[src/rtl/core/priority_run_to_completion_scheduler_core_macros.svh]
// ----------------------------------------------------------------------------
// Scheduler core assertion macros
// Shared concurrent assertion forms for the scheduler core modules.
// ----------------------------------------------------------------------------
`ifndef PRIORITY_RUN_TO_COMPLETION_SCHEDULER_CORE_MACROS_SVH
`define PRIORITY_RUN_TO_COMPLETION_SCHEDULER_CORE_MACROS_SVH

// Same-cycle implication, disabled while reset is high.
`define RPSCH_ASSERT_NOW(label, clk, rst, ante, cons) \
  label: assert property (@(posedge clk) disable iff (rst) (ante) |-> (cons)) \
    else $error("scheduler core assertion failed");

// Next-cycle implication, disabled while reset is high.
`define RPSCH_ASSERT_NEXT(label, clk, rst, ante, cons) \
  label: assert property (@(posedge clk) disable iff (rst) (ante) |=> (cons)) \
    else $error("scheduler core assertion failed");

`endif

[src/rtl/core/rpsch_pkg.sv]
// ----------------------------------------------------------------------------
// Scheduler core package
// Queue sizing, action codes and the types shared by the scheduler modules.
// ----------------------------------------------------------------------------
package rpsch_pkg;

  localparam int QDEPTH   = 16;
  localparam int IDX_W    = $clog2(QDEPTH);
  localparam int CNT_W    = $clog2(QDEPTH + 1);
  localparam int QCOUNT_W = 5;

  localparam logic ACT_ENQUEUE = 1'b0;
  localparam logic ACT_TICK    = 1'b1;

  typedef struct packed {
    logic [15:0] id;
    logic [15:0] runtime;
    logic [7:0]  prio;
  } entry_t;

  typedef struct packed {
    logic   ins;
    logic   pop;
    entry_t entry;
  } qcmd_t;

  typedef struct packed {
    logic             done;
    logic [CNT_W-1:0] count;
    entry_t           head;
  } qstat_t;

endpackage

[src/rtl/core/priority_run_to_completion_scheduler_core.sv]
// ----------------------------------------------------------------------------
// Priority run-to-completion scheduler core
// Non-preemptive scheduler with a sorted ready queue of QDEPTH jobs.
// ----------------------------------------------------------------------------
// A word is taken when start is high and busy is low. action 0 enqueues a job
// (lower priority value first, equal priorities in arrival order, dropped
// with overflow when the queue is full); action 1 is one tick, which counts
// down the running job, reports it on done_id when it finishes and then
// dispatches the queue head if the CPU is idle. Every word produces exactly
// one result word, shown for a single cycle with result_valid high; the
// receiver cannot stall it, so it must take the word in that cycle. A tick
// that dispatches nothing and a dropped enqueue are answered without the
// queue engine; an enqueue and a dispatching tick wait for the queue engine,
// which walks the memory one entry at a time to find the insertion point and
// move the entries behind it, or to close the gap after a pop. queue_count
// gives the number of waiting jobs.
// ----------------------------------------------------------------------------
`include "priority_run_to_completion_scheduler_core_macros.svh"

module priority_run_to_completion_scheduler_core
  import rpsch_pkg::*;
(
  input  logic                clk,
  input  logic                rst,
  input  logic                start,
  input  logic                action,
  input  logic [15:0]         new_id,
  input  logic [15:0]         new_runtime,
  input  logic [7:0]          new_priority,
  output logic                busy,
  output logic                result_valid,
  output logic                done_valid,
  output logic [15:0]         done_id,
  output logic                running_valid,
  output logic [15:0]         running_id,
  output logic [QCOUNT_W-1:0] queue_count,
  output logic                overflow
);

  localparam logic [1:0] ST_IDLE = 2'd0;
  localparam logic [1:0] ST_EXEC = 2'd1;
  localparam logic [1:0] ST_WAIT = 2'd2;

  logic [1:0]  state;
  logic        act;
  entry_t      in_entry;
  logic        cpu_busy;
  logic [15:0] cur_id;
  logic [15:0] rem_time;
  logic        done_r;
  logic [15:0] done_id_r;
  logic        ovf_r;

  logic        accept;
  logic        full;
  logic        tick_done;
  logic        busy_after;
  qcmd_t       qcmd;
  qstat_t      qstat;

  assign busy       = (state != ST_IDLE);
  assign accept     = start && !busy;
  assign full       = (qstat.count == CNT_W'(QDEPTH));
  assign tick_done  = cpu_busy && (rem_time <= 16'd1);
  assign busy_after = cpu_busy && !tick_done;

  assign qcmd.ins   = (state == ST_EXEC) && (act == ACT_ENQUEUE) && !full;
  assign qcmd.pop   = (state == ST_EXEC) && (act == ACT_TICK) && !busy_after &&
                      (qstat.count != '0);
  assign qcmd.entry = in_entry;

  rpsch_queue u_queue (
    .clk  (clk),
    .rst  (rst),
    .cmd  (qcmd),
    .stat (qstat)
  );

  always_ff @(posedge clk) begin
    if (accept) begin
      act      <= action;
      in_entry <= '{id: new_id, runtime: new_runtime, prio: new_priority};
    end
  end

  always_ff @(posedge clk) begin
    if (rst) begin
      state        <= ST_IDLE;
      cpu_busy     <= 1'b0;
      cur_id       <= '0;
      rem_time     <= '0;
      result_valid <= 1'b0;
      done_r       <= 1'b0;
      done_id_r    <= '0;
      ovf_r        <= 1'b0;
    end else begin
      result_valid <= 1'b0;
      unique case (state)
        ST_IDLE: begin
          if (accept) begin
            state <= ST_EXEC;
          end
        end
        ST_EXEC: begin
          if (act == ACT_ENQUEUE) begin
            done_r    <= 1'b0;
            done_id_r <= '0;
            ovf_r     <= full;
            if (full) begin
              result_valid <= 1'b1;
              state        <= ST_IDLE;
            end else begin
              state <= ST_WAIT;
            end
          end else begin
            ovf_r     <= 1'b0;
            done_r    <= tick_done;
            done_id_r <= tick_done ? cur_id : 16'd0;
            if (tick_done) begin
              cpu_busy <= 1'b0;
              rem_time <= '0;
            end else if (cpu_busy) begin
              rem_time <= rem_time - 16'd1;
            end
            if (qcmd.pop) begin
              state <= ST_WAIT;
            end else begin
              result_valid <= 1'b1;
              state        <= ST_IDLE;
            end
          end
        end
        ST_WAIT: begin
          if (qstat.done) begin
            // A finished pop hands the old head to the CPU.
            if (act == ACT_TICK) begin
              cpu_busy <= 1'b1;
              cur_id   <= qstat.head.id;
              rem_time <= qstat.head.runtime;
            end
            result_valid <= 1'b1;
            state        <= ST_IDLE;
          end
        end
        default: state <= ST_IDLE;
      endcase
    end
  end

  assign done_valid    = done_r;
  assign done_id       = done_id_r;
  assign overflow      = ovf_r;
  assign running_valid = cpu_busy;
  assign running_id    = cpu_busy ? cur_id : 16'd0;
  assign queue_count   = QCOUNT_W'(qstat.count);

  `RPSCH_ASSERT_NOW(a_result_idle, clk, rst, result_valid, state == ST_IDLE)
  `RPSCH_ASSERT_NEXT(a_accept_exec, clk, rst, accept, state == ST_EXEC)
  `RPSCH_ASSERT_NEXT(a_wait_result, clk, rst, state == ST_WAIT && qstat.done, result_valid)
  `RPSCH_ASSERT_NOW(a_ovf_no_done, clk, rst, ovf_r, !done_r)

endmodule

[src/rtl/core/rpsch_ram.sv]
// ----------------------------------------------------------------------------
// Ready queue memory
// One write port and one read port with registered read data.
// ----------------------------------------------------------------------------
module rpsch_ram
  import rpsch_pkg::*;
(
  input  logic             clk,
  input  logic             we,
  input  logic [IDX_W-1:0] waddr,
  input  entry_t           wdata,
  input  logic [IDX_W-1:0] raddr,
  output entry_t           rdata
);

  entry_t mem [QDEPTH];

  always_ff @(posedge clk) begin
    if (we) begin
      mem[waddr] <= wdata;
    end
    rdata <= mem[raddr];
  end

endmodule

[src/rtl/core/rpsch_queue.sv]
// ----------------------------------------------------------------------------
// Sorted ready queue engine
// Walks the memory one entry at a time to insert a job in priority order
// or to pop the head and close the gap.
// ----------------------------------------------------------------------------
`include "priority_run_to_completion_scheduler_core_macros.svh"

module rpsch_queue
  import rpsch_pkg::*;
(
  input  logic   clk,
  input  logic   rst,
  input  qcmd_t  cmd,
  output qstat_t stat
);

  localparam logic [3:0] Q_IDLE     = 4'd0;
  localparam logic [3:0] Q_SCAN_RD  = 4'd1;
  localparam logic [3:0] Q_SCAN_CMP = 4'd2;
  localparam logic [3:0] Q_SHIFT_RD = 4'd3;
  localparam logic [3:0] Q_SHIFT_WR = 4'd4;
  localparam logic [3:0] Q_PUT      = 4'd5;
  localparam logic [3:0] Q_POP_RD   = 4'd6;
  localparam logic [3:0] Q_POP_HEAD = 4'd7;
  localparam logic [3:0] Q_PULL_RD  = 4'd8;
  localparam logic [3:0] Q_PULL_WR  = 4'd9;

  logic [3:0]       state;
  logic [CNT_W-1:0] count;
  logic [CNT_W-1:0] pos;
  logic [CNT_W-1:0] k;
  logic [CNT_W-1:0] km1;
  logic [CNT_W-1:0] kp1;
  logic             done;
  entry_t           new_entry;
  entry_t           head;

  logic             we;
  logic [IDX_W-1:0] waddr;
  entry_t           wdata;
  logic [IDX_W-1:0] raddr;
  entry_t           rdata;

  assign km1 = k - CNT_W'(1);
  assign kp1 = k + CNT_W'(1);

  rpsch_ram u_ram (
    .clk   (clk),
    .we    (we),
    .waddr (waddr),
    .wdata (wdata),
    .raddr (raddr),
    .rdata (rdata)
  );

  always_comb begin
    we    = 1'b0;
    waddr = k[IDX_W-1:0];
    wdata = rdata;
    raddr = pos[IDX_W-1:0];
    unique case (state)
      Q_SCAN_RD:  raddr = pos[IDX_W-1:0];
      Q_SHIFT_RD: raddr = km1[IDX_W-1:0];
      Q_SHIFT_WR: begin
        we    = 1'b1;
        waddr = k[IDX_W-1:0];
      end
      Q_PUT: begin
        we    = 1'b1;
        waddr = pos[IDX_W-1:0];
        wdata = new_entry;
      end
      Q_POP_RD:   raddr = '0;
      Q_PULL_RD:  raddr = k[IDX_W-1:0];
      Q_PULL_WR: begin
        we    = 1'b1;
        waddr = km1[IDX_W-1:0];
      end
      default: ;
    endcase
  end

  // New jobs go behind every queued job of equal or smaller priority value.
  always_ff @(posedge clk) begin
    if (rst) begin
      state <= Q_IDLE;
      count <= '0;
      done  <= 1'b0;
      pos   <= '0;
      k     <= '0;
    end else begin
      done <= 1'b0;
      unique case (state)
        Q_IDLE: begin
          if (cmd.ins) begin
            pos   <= '0;
            state <= Q_SCAN_RD;
          end else if (cmd.pop) begin
            state <= Q_POP_RD;
          end
        end
        Q_SCAN_RD: begin
          if (pos == count) begin
            k     <= count;
            state <= Q_SHIFT_RD;
          end else begin
            state <= Q_SCAN_CMP;
          end
        end
        Q_SCAN_CMP: begin
          if (rdata.prio <= new_entry.prio) begin
            pos   <= pos + CNT_W'(1);
            state <= Q_SCAN_RD;
          end else begin
            k     <= count;
            state <= Q_SHIFT_RD;
          end
        end
        Q_SHIFT_RD: begin
          if (k == pos) begin
            state <= Q_PUT;
          end else begin
            state <= Q_SHIFT_WR;
          end
        end
        Q_SHIFT_WR: begin
          k     <= km1;
          state <= Q_SHIFT_RD;
        end
        Q_PUT: begin
          count <= count + CNT_W'(1);
          done  <= 1'b1;
          state <= Q_IDLE;
        end
        Q_POP_RD: begin
          k     <= CNT_W'(1);
          state <= Q_POP_HEAD;
        end
        Q_POP_HEAD: state <= Q_PULL_RD;
        Q_PULL_RD: begin
          if (k == count) begin
            count <= count - CNT_W'(1);
            done  <= 1'b1;
            state <= Q_IDLE;
          end else begin
            state <= Q_PULL_WR;
          end
        end
        Q_PULL_WR: begin
          k     <= kp1;
          state <= Q_PULL_RD;
        end
        default: state <= Q_IDLE;
      endcase
    end
  end

  always_ff @(posedge clk) begin
    if (state == Q_IDLE && cmd.ins) begin
      new_entry <= cmd.entry;
    end
    if (state == Q_POP_HEAD) begin
      head <= rdata;
    end
  end

  assign stat.done  = done;
  assign stat.count = count;
  assign stat.head  = head;

  `RPSCH_ASSERT_NOW(a_count_bound, clk, rst, 1'b1, count <= CNT_W'(QDEPTH))
  `RPSCH_ASSERT_NOW(a_ins_has_room, clk, rst, cmd.ins, count < CNT_W'(QDEPTH))
  `RPSCH_ASSERT_NOW(a_pop_has_job, clk, rst, cmd.pop, count != '0)
  `RPSCH_ASSERT_NEXT(a_done_idle, clk, rst, state == Q_PUT, done && state == Q_IDLE)

endmodule
[config.mk]
export PLATFORM = sky130hd
export DESIGN_NAME = priority_run_to_completion_scheduler_core
export DESIGN_NICKNAME = d
export VERILOG_FILES = /design/src/rtl/core/rpsch_pkg.sv /design/src/rtl/core/priority_run_to_completion_scheduler_core.sv /design/src/rtl/core/rpsch_ram.sv /design/src/rtl/core/rpsch_queue.sv
export VERILOG_INCLUDE_DIRS = /design/src /design/src/rtl/core
export SDC_FILE = /design/constraint.sdc
export NUM_CORES = 1
export LEC_CHECK = 0
export ABC_AREA = 1
export BUFFER_PORTS_ARGS = -buffer_cell sky130_fd_sc_hd__buf_4
export CAP_MARGIN = 10
export CORE_MARGIN = 10
export CORE_UTILIZATION = 58
export CTS_BUF_LIST = sky130_fd_sc_hd__clkbuf_8
export DETAILED_ROUTE_END_ITERATION = 10
export PLACE_DENSITY = 0.75
export SYNTH_ARGS = -nofsm -noshare
export SYNTH_HDL_FRONTEND = slang
export SYNTH_HIERARCHICAL = 1
export SYNTH_SLANG_ARGS = --single-unit
export TNS_END_PERCENT = 10
[constraint.sdc]
create_clock -name clk -period 4.4 [get_ports clk]
set_input_delay 0.22 -clock clk [delete_from_list [all_inputs] [get_ports clk]]
set_output_delay 0.22 -clock clk [all_outputs]
set_load 0.02 [all_outputs]
==> results of run 1 <==
## power by group
group | internal [mW] | total, mW | switching [mW]
clock | 3.21 | 6.25 | 3.04
combinational | 1.59 | 5.87 | 4.28
sequential | 10.7 | 11.0 | 0.323
## worst paths after layout
kind                                      start                   endpoint  slack (ns)  cells after the start
worst min register to register      in_entry[6]       u_queue/new_entry[6]        0.41                      0
worst min-delay path            new_priority[0]                in_entry[0]        0.15                      2
worst max-delay path               u_queue/k[0]  u_queue/u_ram/mem[10][27]        1.11                      8
worst max register to register     u_queue/k[0]  u_queue/u_ram/mem[10][27]        1.11                      8
## area by class of cell
class                   instances  area, um^2
repair buffers                185        1710
fillers                      4623       21700
inverters                     580        2190
diodes                          1        2.50
multi-input cells            1970        9050
well taps                     846        1060
flip-flops and latches        867       24900
clock buffers                 151        2080
clock inverters                96         450
## per-layer routing
layer	global-route usage [%]	vias to the layer above	part of all wire, %
li1	-	12000	-
met1	30.4	11900	39
met2	36.7	1322	47
met3	5.21	204	10
met4	9.72	0	2.8
met5	0	-	0
## critical path: cells and delay by family, from the launching register on
kind | cells | cell delay [ns]
flops | 1 | 0.44
simple gates | 3 | 1.18
buf+inv | 2 | 0.62
fa+ha+maj | 1 | 0.34
xor+xnor | 1 | 0.18
compound gates | 1 | 0.17
## registers in the layout (all words and copies together), names as in the netlist
signal,cells
done_id,16
u_queue/pos,5
act,1
done_valid,1
state,2
u_queue/k,5
u_queue/done,1
running_valid,1
rem_time,16
u_queue/state,4
result_valid,1
u_queue/stat,32
u_queue/u_ram/mem,640
cur_id,16
u_queue/u_ram/rdata,40
overflow,1
u_queue/new_entry,40
u_queue/count,5
in_entry,40
## cells in the final DEF, fill, tap and decap left out, types with 2 or more instances in the layout
cell type / n
nand2_1: 1126
edfxtp_1: 753
inv_1: 623
nand3_1: 519
clkbuf_8: 151
buf_4: 125
dfxtp_1: 114
a21oi_1: 75
nor2_1: 64
dlygate4sd3_1: 44
o21ai_0: 25
nor2_4: 23
xor2_1: 22
nand2_2: 21
ha_1: 19
buf_12: 15
inv_2: 13
a21oi_2: 13
clkinv_1: 13
o21ai_1: 12
clkinvlp_4: 10
clkinv_2: 10
nand4_1: 8
nor2_2: 5
o22ai_1: 5
or2_2: 4
inv_6: 4
nor3_1: 4
o221ai_4: 4
o221ai_1: 4
xnor2_1: 3
nor3_2: 2
nand3b_1: 2
==> out/qor.yml, run 1 <==
fp.dieW_um: 272
synthCells: 3580
start_util_pct: 58.5
clk_pin_slew_ns: 0.07
area_growth_pct: 12.2
crit_type: "reg -> reg"
cts_hold_buf: 44
core_area_um2: 63100
rsz0062_at_grt: "no"
stdcell_count: 4696
setup_viol: 0
htree_num_levels: 4
slew_violations: 0
yosys_warnings: 6
num_vias: 25400
power_leakage_nw: 17.7
power_mw: 23.1
syn_area_um2: 36900
cts_resized: 0
status: "completed"
required_ns: 4.86
vdd_drop_max_v: 0.000449
wire_per_inst_um: 18.4
dp_hpwl_um: 45300
slowest_delay_ns: 0.63
crit_chain: "clkinv_1 -> ha_1 -> xor2_1 -> nand2_1 -> o221ai_1 -> nand3b_1 -> nor2_4 -> buf_12"
fin_crit_sh_pct: 74.9
io_pins: 86
drc_errors: 0
rows: 92
slew_headroom_pct: 25.0
gp_congestion: 0.883
clk_latency_ns: 0.80
drive_above_1_share_pct: 10.6
ant_nets: 0
fp.dieArea_um2: 74100
hold_viol: 0
cap_violations: 0
globalRouteOverflowTotal: 0
worst_setup_path_end_kind: "flip-flop"
final_core_utilization_pct: 65.7
hold_ws_ns: 0.154
hp-class: "in -> reg"
cts_buffer_depth: 3
path_max_fanout: 26
skew_ns: 0.0445
cts_buffers: 137
drt_pass1_iterations: 8
power.density_nw_per_um2: 558
tns_ns: 0
timing.fmax_mhz: 304
worstMarginPinSlew_ns: 1.12
place_area_um2: 38400
cts-root-buf: "clkbuf_8"
antenna_found_initial: 1
min_period_ns: 3.29
drtIter0Drc: 2662
cp.arrival_ns: 3.75
cp_slowest_cell: "nor2_4"
placement.io_buffers: 85
nets: 3805
place_inst: 4403
viasPerCell: 5.41
post-cts-setup-buffers: 0
place_ws_ns: 1.15
grt_pass1_vias: 24100
stdcell_area_um2: 41400
setup_ws_ns: 1.11
cts.sinks: 867
grt_pass1_wl_um: 134000
syn_avg_cell_area_um2: 10.3
synth_nets: 3644
grt_max_degree: 185
track_usage_pct: 23.1
critPathLaunchType: "flip-flop"
cts_tree: "yes"
routed_wl_um: 86400
die_h_um: 272
Power figures use the tool's default switching activity.
==> run 2, diff against run 1 <==
--- a/config.mk
+++ b/config.mk
@@ -13,7 +13,7 @@
 export CORE_UTILIZATION = 58
 export CTS_BUF_LIST = sky130_fd_sc_hd__clkbuf_8
 export DETAILED_ROUTE_END_ITERATION = 10
-export PLACE_DENSITY = 0.75
+export PLACE_DENSITY = 0.78
 export SYNTH_ARGS = -nofsm -noshare
 export SYNTH_HDL_FRONTEND = slang
 export SYNTH_HIERARCHICAL = 1
==> constraint.sdc (replaced) <==
create_clock -name clk -period 2.65 [get_ports clk]
set_input_delay 0.1325 -clock clk [delete_from_list [all_inputs] [get_ports clk]]
set_output_delay 0.1325 -clock clk [all_outputs]
set_load 0.02 [all_outputs]
==> run 2 against run 1 <==
  * Die area is the same
  * Clock-buffer cell count grew 7
  * Via count grew 2.0%
  * Final cell count grew 1.6%
  * Power grew 72%
  * Combinational power grew 79%
  * Sequential cell count is the same
  * Final area grew 2.8%
  * Global-route usage grew 1.4 points
  * Critical endpoint is now u_queue/u_ram/mem[12][30]
  * Largest cell class unchanged
==> out/qor.yml, run 2 (synthesized netlist as in run 1, its figures left out) <==
status: "completed"
viasPerCell: 5.43  # +0.40%
grt_pass1_vias: 25000  # +3.4%
hp-class: "in -> reg"
reg2reg_depth: 11  # +3
cts_buffers: 141  # +2.9%
crit_top_cell: "inv_1"
worstMarginPinSlew_ns: 0.654  # -0.469 ns
slowest_delay_ns: 0.35  # -0.28 ns
crit_chain: "inv_1 -> nand2_2 -> nor2_4 -> nor2_1 -> inv_1 -> o221ai_1 -> buf_4 -> inv_1 -> nand2_1 -> nor2_4 -> buf_4"
crit_family: "buffers and inverters"
vdd_drop_max_v: 0.000551  # +23%
grt_max_degree: 81  # -56%
area_growth_pct: 15.4
clk_pin_slew_ns: 0.07  # about the same
setup_viol: 0  # unchanged
skew_ns: 0.0330  # -0.0115 ns
largest_reg_flops: 640  # unchanged
cap_violations: 0  # unchanged
fp.dieW_um: 272  # unchanged
track_usage_pct: 24.5  # +1.4 points
drt_pass1_iterations: 7  # -1
cts.sinks: 867  # unchanged
cp_slowest_cell: "buf_4"
critPathBufInv: 5  # +3
ant_nets: 0  # unchanged
layout_commonest_cell: "nand2_1"
wire_per_inst_um: 19.2  # +4.4%
start_util_pct: 58.5  # unchanged
io_pins: 86  # unchanged
largest_register: "u_queue/u_ram/mem"
globalRouteOverflowTotal: 0  # unchanged
r2r_setup_slack_ns: 0.12  # -0.99 ns
nets: 3871  # +1.7%
grt_use_met3_pct: 4.99  # -0.23 points
met1_usage_pct: 32.3  # +1.9 points
routed_wl_um: 91600  # +6.0%
die_h_um: 272  # unchanged
power_leakage_nw: 18.3  # +3.3%
hold_ws_ns: 0.0569  # -0.0969 ns
cts_buffer_depth: 3  # unchanged
core_area_um2: 63100  # unchanged
drtIter0Drc: 3210  # +21%
cp.arrival_ns: 2.99  # -0.76 ns
min_period_ns: 2.53  # -0.765 ns
timing.fmax_mhz: 395  # +30%
crit_type: "reg -> reg"
clk_latency_ns: 0.80  # about the same
power_mw: 39.7  # +72%
htree_num_levels: 4  # unchanged
rows: 92  # unchanged
drive_above_1_share_pct: 12.3  # +1.6 points
slew_headroom_pct: 56.3  # +31 points
grt_pass1_wl_um: 140000  # +5.0%
busiest_layer: "met2"
final_cell_mix: "1126 x nand2_1, 753 x edfxtp_1, 622 x inv_1, 518 x nand3_1, 158 x clkbuf_8"
fp.dieArea_um2: 74100  # unchanged
placement.io_buffers: 85  # unchanged
critPathLaunchType: "flip-flop"
slew_violations: 0  # unchanged
power.density_nw_per_um2: 932  # +67%
use_met2_pct: 38.8  # +2.1 points
hold_viol: 0  # unchanged
hold_depth: 2  # unchanged
gp_congestion: 0.924  # +4.6%
dp_hpwl_um: 51600  # +14%
antenna_found_initial: 1  # unchanged
worst_setup_path_end_kind: "flip-flop"
fin_crit_sh_pct: 95.4  # +21 points
cts_tree: "yes"
path_max_fanout: 14  # -46%
drc_errors: 0  # unchanged
cts-root-buf: "clkbuf_8"
cp.depth: 11  # +3
required_ns: 3.11  # -1.75 ns
num_vias: 25900  # +2.0%
run 2: repair_timing:
action,in CTS,in global routing
buffers inserted,0,0
hold buffers,47,0
hold endpoints to repair,97,0
gates resized for setup,0,5
endpoints found under the setup margin,0,50
run 2: final timing paths:
path | startpoint | to
worst max-delay path | u_queue/state[1] | u_queue/u_ram/mem[12][30]
worst min-delay path | new_id[6] | in_entry[30]
worst max register to register | u_queue/state[1] | u_queue/u_ram/mem[12][30]
worst min register to register | in_entry[21] | u_queue/new_entry[21]
run 2: where the power goes:
part | total (mW) | switching [mW] | internal [mW]
registers | 18.2 | 0.534 | 17.7
logic | 10.5 | 7.43 | 3.07
clock network | 11.0 | 5.27 | 5.70
run 2: stage by stage:
step / setup TNS (ns) / setup slack [ns] / std cells / cell area (um^2) / util [%]
final: 0 / 0.121 / 4770 / 42600 / 67.5
after global routing: -0.0152 / -0.00740 / 4770 / 42600 / 67.5
after detailed placement: 0 / 0.0673 / 4462 / 39400 / 62.4
after CTS: 0 / 0.0453 / 4768 / 42500 / 67.4
after global placement: 0 / 0.148 / 4462 / 39400 / 62.4
after floorplan: -210.35 / -0.440 / 3580 / 37000 / -
run 2: layer usage:
metal | routed length [um] | up-vias
li1 | - | 12100
met1 | 35700 | 12100
met2 | 43200 | 1470
met3 | 9450 | 265
met4 | 3180 | 0
met5 | 0 | -
run 2: cell type report:
class,count,area [um^2]
flip-flops and latches,867,24900
fillers,4470,20500
multi-input cells,1970,9060
repair buffers,247,2680
inverters,580,2200
clock buffers,158,2170
well taps,846,1060
clock inverters,101,520
diodes,1,2.50
